--- src/rtl/core/bitset_set_bit_enumerator_unit_macros.svh ---
// Assertion macros for the bitset set-bit enumerator.
// Depends on nothing; the asserting file must provide clk and rst_n.
`ifndef BITSET_SET_BIT_ENUMERATOR_UNIT_MACROS_SVH
`define BITSET_SET_BIT_ENUMERATOR_UNIT_MACROS_SVH

`ifndef NO_ASSERTIONS

// Same-cycle implication, checked at every rising edge outside reset.
`define BSENUM_CHECK(label, ante, cons, msg) \
    label: assert property (@(posedge clk) disable iff (!rst_n) (ante) |-> (cons)) \
        else $error(msg);

// Next-cycle implication, checked at every rising edge outside reset.
`define BSENUM_CHECK_NEXT(label, ante, cons, msg) \
    label: assert property (@(posedge clk) disable iff (!rst_n) (ante) |=> (cons)) \
        else $error(msg);

`else

`define BSENUM_CHECK(label, ante, cons, msg)
`define BSENUM_CHECK_NEXT(label, ante, cons, msg)

`endif

`endif

--- src/rtl/core/bsenum_pkg.sv ---
// Shared constants, request codes and types of the bitset set-bit enumerator.
// Depends on nothing.
package bsenum_pkg;

    localparam int WORD_BITS      = 32;
    localparam int WORD_LOG       = 5;
    localparam int DEF_NUM_WORDS  = 8;
    localparam int DEF_MAX_LIST   = 64;
    // Positions run up to 511; one more bit holds the word-rounded size.
    localparam int POS_W          = 10;

    localparam logic [1:0] REQ_LOAD = 2'd0;
    localparam logic [1:0] REQ_FWD  = 2'd1;
    localparam logic [1:0] REQ_REV  = 2'd2;

    typedef struct packed {
        logic                hit;
        logic [WORD_LOG-1:0] ofs;
    } pick_t;

endpackage

--- src/rtl/core/bsenum_pick.sv ---
// Picks the next set bit of one word, lowest or highest, and clears it.
// Depends on bsenum_pkg.
module bsenum_pick (
    input  logic [bsenum_pkg::WORD_BITS-1:0] word,
    input  logic                             rev,
    output bsenum_pkg::pick_t                pick,
    output logic [bsenum_pkg::WORD_BITS-1:0] rest
);
    import bsenum_pkg::*;

    always_comb
    begin
        pick = '0;
        // The last match written wins, so the scan order sets the priority.
        for (int i = 0; i < WORD_BITS; i++)
        begin
            if (rev)
            begin
                if (word[i])
                begin
                    pick.ofs = WORD_LOG'(i);
                end
            end
            else
            begin
                if (word[WORD_BITS-1-i])
                begin
                    pick.ofs = WORD_LOG'(WORD_BITS-1-i);
                end
            end
        end
        pick.hit = |word;
        rest = word & ~(WORD_BITS'(1) << pick.ofs);
    end

endmodule

--- src/rtl/core/bitset_set_bit_enumerator_unit.sv ---
// Bitset set-bit enumerator: a load gives no result; a list request visits the stored
// words in scan order, takes each index found from the single shared bit picker and ends
// with one final result. Results leave through an output register, so a stalled last
// result does not hold back the next request. Reset clears the stored words and sets
// set_bits to 256.
`include "bitset_set_bit_enumerator_unit_macros.svh"

// Top level of the bitset set-bit enumerator.
// Depends on bsenum_pkg, bsenum_pick and the assertion macros header.
module bitset_set_bit_enumerator_unit #(
    parameter int NUM_WORDS = bsenum_pkg::DEF_NUM_WORDS,
    parameter int MAX_LIST  = bsenum_pkg::DEF_MAX_LIST
) (
    input  logic                             clk,
    input  logic                             rst_n,
    input  logic                             cfg_wr_en,
    input  logic [8:0]                       cfg_wr_data,
    input  logic                             req_valid,
    output logic                             req_stall,
    input  logic [1:0]                       req_type,
    input  logic [2:0]                       word_index,
    input  logic [bsenum_pkg::WORD_BITS-1:0] word_data,
    input  logic [8:0]                       start_pos,
    input  logic [6:0]                       max_count,
    output logic                             rsp_valid,
    input  logic                             rsp_stall,
    output logic [7:0]                       bit_index,
    output logic                             found,
    output logic                             last,
    output logic [6:0]                       hit_count,
    output logic [8:0]                       next_pos
);
    import bsenum_pkg::*;

    localparam int WIDX_W = (NUM_WORDS > 1) ? $clog2(NUM_WORDS) : 1;
    localparam int CAP    = NUM_WORDS * WORD_BITS;

    typedef enum logic [2:0] {
        ST_IDLE  = 3'b001,
        ST_SCAN  = 3'b010,
        ST_FINAL = 3'b100
    } state_t;

    // Mask of the n lowest bits of a word; n of a whole word or more gives all ones.
    function automatic logic [WORD_BITS-1:0] low_mask(input logic [WORD_LOG:0] n);
        logic [WORD_BITS-1:0] m;
        m = '0;
        for (int i = 0; i < WORD_BITS; i++)
        begin
            m[i] = (i < int'(n));
        end
        return m;
    endfunction

    // Configuration register and the stored bitset.
    logic [8:0]           set_bits_reg;
    logic [WORD_BITS-1:0] bit_store_reg [NUM_WORDS];

    // Sequencer state.
    state_t               state_reg,      state_next;
    logic [WIDX_W-1:0]    w_reg,          w_next;
    logic [WIDX_W-1:0]    last_w_reg,     last_w_next;
    logic [WORD_BITS-1:0] work_reg,       work_next;
    logic                 dir_reg,        dir_next;
    logic [6:0]           maxc_reg,       maxc_next;
    logic [6:0]           count_reg,      count_next;
    logic                 pend_valid_reg, pend_valid_next;
    logic [POS_W-1:0]     pend_pos_reg,   pend_pos_next;
    logic [POS_W-1:0]     nxt_reg,        nxt_next;

    // Output register.
    logic                 out_valid_reg,  out_valid_next;
    logic [7:0]           out_index_reg,  out_index_next;
    logic                 out_found_reg,  out_found_next;
    logic                 out_last_reg,   out_last_next;
    logic [6:0]           out_count_reg,  out_count_next;
    logic [8:0]           out_pos_reg,    out_pos_next;
    logic                 out_load;
    logic                 out_free;

    logic                 accept;
    logic                 load_en;
    logic [WORD_BITS-1:0] load_word;
    logic [POS_W-1:0]     load_base;
    logic [POS_W-1:0]     load_rem;

    logic [POS_W-1:0]     size;
    logic [POS_W-1:0]     size_round;
    logic [POS_W-1:0]     start_ext;
    logic [POS_W-1:0]     top_pos;
    logic [6:0]           maxc_in;
    logic                 in_rev;

    // Masked word fetch, shared by the request start and the word advance.
    logic [WIDX_W-1:0]    w_sel;
    logic                 first_sel;
    logic                 rev_sel;
    logic [WORD_LOG-1:0]  lo_sel;
    logic [POS_W-1:0]     sel_base;
    logic [POS_W-1:0]     sel_rem;
    logic [WORD_BITS-1:0] sel_mask;
    logic [WORD_BITS-1:0] sel_word;

    logic [WIDX_W-1:0]    w_adv;
    logic [POS_W-1:0]     cur_base;
    logic [POS_W-1:0]     hit_pos;
    logic [6:0]           count_inc;
    logic                 scan_done;
    pick_t                pick;
    logic [WORD_BITS-1:0] pick_rest;

    // The size in use is the register saturated to the store's capacity.
    always_comb
    begin
        if (int'(set_bits_reg) > CAP)
        begin
            size = POS_W'(CAP);
        end
        else
        begin
            size = POS_W'(set_bits_reg);
        end
    end

    assign size_round = (size + POS_W'(WORD_BITS - 1)) & ~POS_W'(WORD_BITS - 1);
    assign start_ext  = POS_W'(start_pos);
    assign top_pos    = size - POS_W'(1) - start_ext;
    assign in_rev     = (req_type == REQ_REV);

    always_comb
    begin
        if (max_count == 7'd0)
        begin
            maxc_in = 7'd1;
        end
        else if (int'(max_count) > MAX_LIST)
        begin
            maxc_in = 7'(MAX_LIST);
        end
        else
        begin
            maxc_in = max_count;
        end
    end

    // A request transfer is taken only while the sequencer is idle.
    assign req_stall = (state_reg != ST_IDLE);
    assign accept    = req_valid && !req_stall;
    assign out_free  = !out_valid_reg || !rsp_stall;

    // Loads clear bits at or above the size as they are written.
    assign load_en   = accept && (req_type == REQ_LOAD) && (int'(word_index) < NUM_WORDS);
    assign load_base = POS_W'(word_index) << WORD_LOG;
    assign load_rem  = size - load_base;

    always_comb
    begin
        load_word = word_data;
        if (load_base >= size)
        begin
            load_word = '0;
        end
        else if (load_rem < POS_W'(WORD_BITS))
        begin
            load_word = word_data & low_mask(load_rem[WORD_LOG:0]);
        end
    end

    // Word fetch: on a request it reads the start word, later the next word in scan order.
    // A forward scan drops bits below the start and at or above the size; a reverse scan
    // drops bits above its start, which also hides stale bits above the size.
    assign w_adv = dir_reg ? (w_reg - WIDX_W'(1)) : (w_reg + WIDX_W'(1));

    always_comb
    begin
        if (state_reg == ST_IDLE)
        begin
            first_sel = 1'b1;
            rev_sel   = in_rev;
            if (in_rev)
            begin
                w_sel  = WIDX_W'(top_pos >> WORD_LOG);
                lo_sel = top_pos[WORD_LOG-1:0];
            end
            else
            begin
                w_sel  = WIDX_W'(start_ext >> WORD_LOG);
                lo_sel = start_ext[WORD_LOG-1:0];
            end
        end
        else
        begin
            first_sel = 1'b0;
            rev_sel   = dir_reg;
            w_sel     = w_adv;
            lo_sel    = '0;
        end
    end

    assign sel_base = POS_W'(w_sel) << WORD_LOG;
    assign sel_rem  = size - sel_base;

    always_comb
    begin
        sel_mask = '1;
        if (!rev_sel)
        begin
            if (first_sel)
            begin
                sel_mask = sel_mask & ~low_mask({1'b0, lo_sel});
            end
            if (sel_rem < POS_W'(WORD_BITS))
            begin
                sel_mask = sel_mask & low_mask(sel_rem[WORD_LOG:0]);
            end
        end
        else if (first_sel)
        begin
            sel_mask = low_mask((WORD_LOG + 1)'({1'b0, lo_sel}) + (WORD_LOG + 1)'(1));
        end
    end

    assign sel_word = bit_store_reg[w_sel] & sel_mask;

    // The shared picker finds one set bit of work_reg per cycle unless the output stalls.
    bsenum_pick u_pick (
        .word (work_reg),
        .rev  (dir_reg),
        .pick (pick),
        .rest (pick_rest)
    );

    assign cur_base  = POS_W'(w_reg) << WORD_LOG;
    assign hit_pos   = cur_base + POS_W'(pick.ofs);
    assign count_inc = count_reg + 7'd1;
    assign scan_done = dir_reg ? (w_reg == '0) : (w_reg == last_w_reg);

    // Sequencer. A found index is held as pending until the next one is found or the scan
    // ends, so the final result can carry the count and the resume position.
    always_comb
    begin
        state_next      = state_reg;
        w_next          = w_reg;
        last_w_next     = last_w_reg;
        work_next       = work_reg;
        dir_next        = dir_reg;
        maxc_next       = maxc_reg;
        count_next      = count_reg;
        pend_valid_next = pend_valid_reg;
        pend_pos_next   = pend_pos_reg;
        nxt_next        = nxt_reg;
        out_load        = 1'b0;
        out_index_next  = out_index_reg;
        out_found_next  = out_found_reg;
        out_last_next   = out_last_reg;
        out_count_next  = out_count_reg;
        out_pos_next    = out_pos_reg;

        case (state_reg)
            ST_IDLE:
            begin
                if (accept && (req_type == REQ_FWD || req_type == REQ_REV))
                begin
                    dir_next        = in_rev;
                    maxc_next       = maxc_in;
                    count_next      = '0;
                    pend_valid_next = 1'b0;
                    pend_pos_next   = '0;
                    if (start_ext >= size)
                    begin
                        // A start at or past the end reports itself as the resume position.
                        nxt_next   = start_ext;
                        state_next = ST_FINAL;
                    end
                    else
                    begin
                        w_next      = w_sel;
                        last_w_next = WIDX_W'((size - POS_W'(1)) >> WORD_LOG);
                        work_next   = sel_word;
                        state_next  = ST_SCAN;
                    end
                end
            end

            ST_SCAN:
            begin
                if (pick.hit)
                begin
                    if (!pend_valid_reg || out_free)
                    begin
                        if (pend_valid_reg)
                        begin
                            out_load       = 1'b1;
                            out_index_next = pend_pos_reg[7:0];
                            out_found_next = 1'b1;
                            out_last_next  = 1'b0;
                            out_count_next = '0;
                            out_pos_next   = '0;
                        end
                        pend_valid_next = 1'b1;
                        pend_pos_next   = hit_pos;
                        count_next      = count_inc;
                        work_next       = pick_rest;
                        if (count_inc == maxc_reg)
                        begin
                            nxt_next   = dir_reg ? (size - hit_pos) : (hit_pos + POS_W'(1));
                            state_next = ST_FINAL;
                        end
                    end
                end
                else if (scan_done)
                begin
                    nxt_next   = dir_reg ? size : size_round;
                    state_next = ST_FINAL;
                end
                else
                begin
                    w_next    = w_adv;
                    work_next = sel_word;
                end
            end

            ST_FINAL:
            begin
                if (out_free)
                begin
                    out_load        = 1'b1;
                    out_index_next  = pend_valid_reg ? pend_pos_reg[7:0] : 8'd0;
                    out_found_next  = pend_valid_reg;
                    out_last_next   = 1'b1;
                    out_count_next  = count_reg;
                    out_pos_next    = nxt_reg[8:0];
                    pend_valid_next = 1'b0;
                    state_next      = ST_IDLE;
                end
            end

            default:
            begin
                state_next = ST_IDLE;
            end
        endcase
    end

    always_comb
    begin
        if (out_load)
        begin
            out_valid_next = 1'b1;
        end
        else if (!rsp_stall)
        begin
            out_valid_next = 1'b0;
        end
        else
        begin
            out_valid_next = out_valid_reg;
        end
    end

    // Control state.
    always_ff @(posedge clk or negedge rst_n)
    begin
        if (!rst_n)
        begin
            state_reg      <= ST_IDLE;
            count_reg      <= '0;
            pend_valid_reg <= 1'b0;
            out_valid_reg  <= 1'b0;
            set_bits_reg   <= 9'd256;
        end
        else
        begin
            state_reg      <= state_next;
            count_reg      <= count_next;
            pend_valid_reg <= pend_valid_next;
            out_valid_reg  <= out_valid_next;
            if (cfg_wr_en)
            begin
                set_bits_reg <= cfg_wr_data;
            end
        end
    end

    // The stored bitset reads as all zeros after reset.
    always_ff @(posedge clk or negedge rst_n)
    begin
        if (!rst_n)
        begin
            for (int i = 0; i < NUM_WORDS; i++)
            begin
                bit_store_reg[i] <= '0;
            end
        end
        else if (load_en)
        begin
            bit_store_reg[WIDX_W'(word_index)] <= load_word;
        end
    end

    // Payload registers.
    always_ff @(posedge clk)
    begin
        w_reg         <= w_next;
        last_w_reg    <= last_w_next;
        work_reg      <= work_next;
        dir_reg       <= dir_next;
        maxc_reg      <= maxc_next;
        pend_pos_reg  <= pend_pos_next;
        nxt_reg       <= nxt_next;
        out_index_reg <= out_index_next;
        out_found_reg <= out_found_next;
        out_last_reg  <= out_last_next;
        out_count_reg <= out_count_next;
        out_pos_reg   <= out_pos_next;
    end

    assign rsp_valid = out_valid_reg;
    assign bit_index = out_index_reg;
    assign found     = out_found_reg;
    assign last      = out_last_reg;
    assign hit_count = out_count_reg;
    assign next_pos  = out_pos_reg;

    // The running count never passes the saturated list limit.
    `BSENUM_CHECK(a_count_bounded, state_reg != ST_IDLE, count_reg <= maxc_reg, "count above limit")
    // A pending index is always already counted.
    `BSENUM_CHECK(a_pend_counted, pend_valid_reg, count_reg != 7'd0, "pending hit not counted")
    // Only the final result of a request can lack a found index.
    `BSENUM_CHECK(a_inner_found, rsp_valid && !last, found, "inner result without a hit")
    // Once the final result is handed to the output register, the sequencer is idle.
    `BSENUM_CHECK_NEXT(a_final_idle, state_reg == ST_FINAL && out_free, state_reg == ST_IDLE, "final result did not end request")

endmodule
--- config.mk ---
export PLATFORM = sky130hd
export DESIGN_NAME = bitset_set_bit_enumerator_unit
export DESIGN_NICKNAME = d
export VERILOG_FILES = /design/src/rtl/core/bsenum_pkg.sv /design/src/rtl/core/bsenum_pick.sv /design/src/rtl/core/bitset_set_bit_enumerator_unit.sv
export VERILOG_INCLUDE_DIRS = /design/src /design/src/rtl/core
export SDC_FILE = /design/constraint.sdc
export NUM_CORES = 1
export LEC_CHECK = 0
export BUFFER_PORTS_ARGS = -buffer_cell sky130_fd_sc_hd__buf_2
export CORE_UTILIZATION = 50
export DETAILED_ROUTE_END_ITERATION = 12
export GPL_TIMING_DRIVEN = 1
export MAX_ROUTING_LAYER = met4
export PLACE_DENSITY_LB_ADDON = 0.12
export REMOVE_ABC_BUFFERS = 1
export SLEW_MARGIN = 20
export SYNTH_ARGS = -nofsm -noshare
export SYNTH_HDL_FRONTEND = slang
export SYNTH_SLANG_ARGS = --single-unit
export TNS_END_PERCENT = 20
--- constraint.sdc ---
create_clock -name clk -period 10.6 [get_ports clk]
set_clock_uncertainty 0.05 [all_clocks]
set_input_delay 1.06 -clock clk [delete_from_list [all_inputs] [get_ports clk]]
set_output_delay 1.06 -clock clk [all_outputs]
set_load 0.05 [all_outputs]
Yosys cells after proc, flatten, opt, wreduce, memory -nomap -nowiden
Index checks and enable logic that the tools add are counted.
W data, S select, Z words.

operators by class
  shifts and indexed selects = 1
  reductions and logical operators = 28
  $lt $le $gt $ge = 136
  eq/ne operators = 22
  bitwise gates (word level) = 9
  multiplexer cells = 192
  $add $sub $neg = 12

operators by type and width
  operator                count
  $mux W5                 97
  $mux W32                15
  $lt A5 B6 Y1 const A    48
  $bwmux W256             1
  $lt A4 B6 Y1 const A    24
  $and A32 B32 Y32        4
  $mux W9                 13
  $bmux W32 S3            1
  $demux W32 S3           1
  $lt A5 B5 Y1 const A    15
  $lt A3 B6 Y1 const A    12
  $mux W8                 8
  $pmux W32 S2            1
  $mux W7                 8
  $mux W3                 14
  $lt A4 B5 Y1 const A    8
  $lt A1 B6 Y1 const A    6
  $lt A2 B6 Y1 const A    6
  $pmux W9 S2             2
  $not A31 Y32            1
  $not A32 Y32            1
  $pmux W8 S2             2
  $reduce_or A32 Y1       1
  $shl A1 B5 Y32 const A  1
  other kinds (54)        110

word-level totals
  word-level logic and storage cells = 426
  input port bits = 67
  flip-flop bits (word level) = 366

Logic depth before layout (Yosys ltp)
  word-level depth = 71
  mapped depth = 29
  gate-level depth less buffers = 25

Modules after synthesis
Synthesis repeated with hierarchy kept, for this count alone.

second synthesis, totals
  cells, all modules = 2440
  area total of the unflattened synthesis = 20728.6 um^2

by module, submodules not included
  module                          cells an instance  instances  area an instance (um^2)
  bitset_set_bit_enumerator_unit  2218               1          19319.8
  bsenum_pick                     222                1          1408.9

Worst setup path before layout
No wires, ideal clock.

  path kind = reg2reg
  start = register set_bits_reg[8]
  end = register work_reg[12], data pin
  library setup time = 0.264 ns
  arrival time = 5.339 ns
  buffers on the path = 5
  path slack = 4.948 ns
  cell stages (with the launch flop) = 28
  data required time = 10.286 ns
  cell sequence = dfstp_2 -> buf_4 -> inv_2 -> nand2_1 -> ha_1 -> clkbuf_1 -> a21oi_1 -> or2_2 -> ha_1 -> o21ai_0 -> nand2_1 -> a21oi_1 -> xnor2_1 -> o221ai_1 -> buf_2 -> buf_2 -> buf_1 -> ha_1 -> nor2b_1 -> o31a_1 -> nor3_1 -> o21ai_1 -> nor2_1 -> a21oi_1 -> o21ai_0 -> a21oi_1 -> o211ai_1 -> o32ai_1

between the ends
  longest elaborated chain between the ends = 17
  elaborated cells between the ends (all ways) = 31
  classes of those cells = add/sub: 4; order compare: 5; mux: 18; bitwise: 4

ends and longest elaborated chain
  item                                                     RTL line                                                                      source
  start, declared                                          bitset_set_bit_enumerator_unit.sv:56                                          logic [8:0] set_bits_reg;
  start signal, assigned                                   bitset_set_bit_enumerator_unit.sv:380                                         set_bits_reg <= cfg_wr_data;
  $gt A9 B9 Y1                                             bitset_set_bit_enumerator_unit.sv:115                                         if (int'(set_bits_reg) > CAP)
  $mux W9 (*)                                              bitset_set_bit_enumerator_unit.sv:115
  branches (longest 11 deep; another with $sub A9 B8 Y10)  n/a
  $and A32 B32 Y32 (*)                                     bitset_set_bit_enumerator_unit.sv:223                                         assign sel_word = bit_store_reg[w_sel] & sel_mask;
  $mux W32, on equally long branches                       bitset_set_bit_enumerator_unit.sv:311, bitset_set_bit_enumerator_unit.sv:269
  $mux W32, on equally long branches                       bitset_set_bit_enumerator_unit.sv:287, bitset_set_bit_enumerator_unit.sv:262
  $pmux W32 S2 (*)                                         bitset_set_bit_enumerator_unit.sv:259                                         case (state_reg)
  named net work_next[12]                                  bitset_set_bit_enumerator_unit.sv:63                                          logic [WORD_BITS-1:0] work_reg, work_next;
  end signal, assigned                                     bitset_set_bit_enumerator_unit.sv:406                                         work_reg <= work_next;
  end, declared                                            bitset_set_bit_enumerator_unit.sv:63

Mark *: on every way through the listed nets, which the timed path passes. The select of a mux whose other input is x is not followed.
A chain may end at the register's enable or synchronous reset.

Final worst setup path
Same ends and word-level chain as after synthesis.

==> flow_summary_export.csv <==
group,metric,value,unit
clock_tree,post_cts_buffers,0,
layout,area.growth.synth_to_final,11.7,%
critical_path,crit_required,10850,ps
layout,drive_above_1_share,0.122,
critical_path,path_class,"register to register",
floorplanning,ios,95,
power_and_ir_drop,power.ir.vdd_worst,0.000157,V
timing,fin_tns_setup,0,ps
yosys,netlist_area,20700,um^2
route,wl_per_cell,23.1,um
yosys,synthTopCellsByCount,"nand2_1 (360), o21ai_0 (338), dfrtp_1 (275)",
yosys,synth_area_per_cell,9.37,um^2
timing,slew_headroom,0.256,
timing,post-route-period-util,0.654,
grt,grt_pass1_vias,16009,
route,ant_nets,0,
timing,rsz0062_at_grt,"false",
clock_tree,cts.sinks,366,
yosys,ys_seq_elements,366,
clock_tree,clockRootBuffer,"clkbuf_16",
grt,antenna_found_initial,0,
timing,hold_viol,0,
clock_tree,cts_resized,0,
clock_tree,clock_path_buffers,3,
critical_path,worstPathArrival,7180,ps
yosys,ys_top_cells_by_area,"dfrtp_1 (33%), edfxtp_1 (13%), mux2i_1 (10%)",
grt,overflow,0,
grt,grt.busiest_layer,"met2",
layout,nets,2344,
grt,met2_usage,0.475,
grt,globalRouteMet1Util,0.450,
grt,grt_max_degree,186,
grt,grt_pass1_wl,98600,um
critical_path,start_kind,"register",
floorplanning,start_util,0.507,
yosys,synth-edff-count,89,
route,drt_iter0_markers,1545,
clock_tree,cts_buffers,43,
yosys,syn_inst,2207,
layout,fin_util,0.566,
timing,maxSlewViolCount,0,
clock_tree,cts_tree,"built",
placement,gp_congestion,1.02,
yosys,synth_top_area_cell,"dfrtp_1",
timing,setup_viol,0,
yosys,synth_warnings,0,
clock_tree,insertion_delay,570,ps
yosys,synth.top_cell.area_share,0.333,
clock_tree,cts_max_level,2,
timing,post-route-min-period,6930,ps
timing,hold_ws,425,ps
power_and_ir_drop,p_per_area,249,nW/um^2
floorplanning,die_w,205,um
grt,grt_util_all_layers,0.320,
job,cap_violations,0,
yosys,ys_seq_area_frac,0.464,
status,status,"completed",
timing,tightest_slew,1120,ps
floorplanning,fp.dieArea,42200,um^2
floorplanning,rows,74,
yosys,ys.flop_type,"dfrtp_1",
timing,clock.fmax,144,MHz
placement,post-dp-hpwl,44300,um
route,vias,17001,
clock_tree,clk_pin_slew,60,ps
yosys,synth_most_common_cell,"nand2_1",
route,routed_wl,64500,um
route,drcViolationCount,0,
yosys,ys_types,87,
route,dr.pass1.iters,5,
route,viasPerCell,6.07,
floorplanning,core,40800,um^2
grt,grt_use_met3,0.0442,
critical_path,cp_max_fo,18,
critical_path,cp-end-kind,"register",
clock_tree,postCtsHoldBufs,0,
layout,nFillCells,3589,
yosys,async_flop_share,0.757,
power_and_ir_drop,leakagePower,0.0100,uW
hold_path,hold_path_class,"register to register",
placement,port_buffers,94,
floorplanning,die_h,205,um
layout,largest_reg_flops,256,
==> critical path, cell delays in order (launching register included) <==
cell and delay (ps):
dfstp_2 750, inv_2 200, nand2_1 300, ha_1 550, inv_1 150, nand2_1 90, nand2_1 70, ha_1 320
o21a_1 130, o21ai_1 240, a21boi_0 130, o41ai_1 370, mux2i_1 270, xnor2_1 130, a21oi_4 440, inv_2 70
ha_1 240, o31a_1 310, nor3_1 190, o21ai_1 100, buf_4 220, nor2_1 600, a21oi_1 240, o21ai_0 140
a21oi_1 60, o211ai_1 190, o32ai_1 100
==> layout make-up <==
| class | count | area (um^2) | area share |
|---|---|---|---|
| inverter | 53 | 199 | 0.00861 |
| clock inverter | 19 | 183 | 0.00790 |
| timing repair buffer | 133 | 798 | 0.0345 |
| sequential | 366 | 9610 | 0.416 |
| clock buffer | 60 | 1300 | 0.0564 |
| multi-input combinational | 1636 | 10400 | 0.448 |
| antenna | 1 | 2.50 | 0.000108 |
| tap | 532 | 666 | 0.0288 |
==> logic make-up (layout without fill, tap and decap cells) <==
logic type / Yosys count / after routing / share of synthesized area
AND/OR/NAND/NOR: 690 / 690 / 0.154
buffers and inverters: 205 / 265 / 0.0402
XOR/XNOR: 39 / 39 / 0.0165
adder cells (fa/ha/maj): 44 / 44 / 0.0284
multiplexers: 227 / 227 / 0.111
flip-flops: 366 / 366 / 0.464
other: 0 / 1 / 0
AO/OA/AOI/OAI: 636 / 636 / 0.185
==> power breakdown <==
part / switching, uW / internal (uW)
clock: 610 / 915
combinational: 1400 / 829
sequential: 213 / 1790
total: 2230 / 3530
==> worst paths after layout <==
kind,to,cells after the start,startpoint,slack [ps]
min,bit_store_reg[145]$_DFFE_PN0P_,2,bit_store_reg[145]$_DFFE_PN0P_,430
min in group asynchronous,bit_store_reg[90]$_DFFE_PN0P_,1,rst_n,480
max reg2reg,work_reg[12]$_DFFE_PP_,26,set_bits_reg[8]$_DFFE_PN1P_,3670
min reg2reg,bit_store_reg[145]$_DFFE_PN0P_,2,bit_store_reg[145]$_DFFE_PN0P_,430
max,work_reg[12]$_DFFE_PP_,26,set_bits_reg[8]$_DFFE_PN1P_,3670
max in group asynchronous,bit_store_reg[76]$_DFFE_PN0P_,2,rst_n,8460
==> cells in the final DEF (no fill, tap or decap), types with 10 or more instances in the layout <==
cell type / n
a211oi_1: 14
a21o_1: 10
a21oi_1: 73
a31oi_1: 17
and2_1: 25
buf_2: 93
buf_4: 37
clkbuf_16: 46
clkbuf_8: 10
dfrtp_1: 275
edfxtp_1: 89
ha_1: 39
inv_1: 49
mux2_2: 18
mux2i_1: 209
nand2_1: 359
nand2b_1: 16
nand3_1: 48
nand4_1: 11
nor2_1: 97
nor2b_1: 28
nor3_1: 29
nor4_1: 12
o211ai_1: 57
o21ai_0: 338
o21ai_1: 11
o22ai_1: 12
o311ai_0: 11
o31ai_1: 13
xnor2_1: 32
==> per-stage QoR <==
step | worst slack (ps) | area [um^2] | power (uW) | cells
floorplan | -5220 | 20100 | 3840 | 2055
global placement | 3850 | 21600 | 4200 | 2720
detailed placement | 3870 | 21600 | 4230 | 2720
CTS | 3770 | 23100 | 5770 | 2799
global route | 3330 | 23100 | 6060 | 2799
finish | 3670 | 23100 | 5760 | 2800
==> routing by layer <==
metal  part of all wire  up-vias
met5                  0        -
li1                   -     8002
met1               0.45     8231
met4              0.032        0
met2               0.45      632
met3              0.067      136
Note: power is estimated with default switching activity, not from simulation.
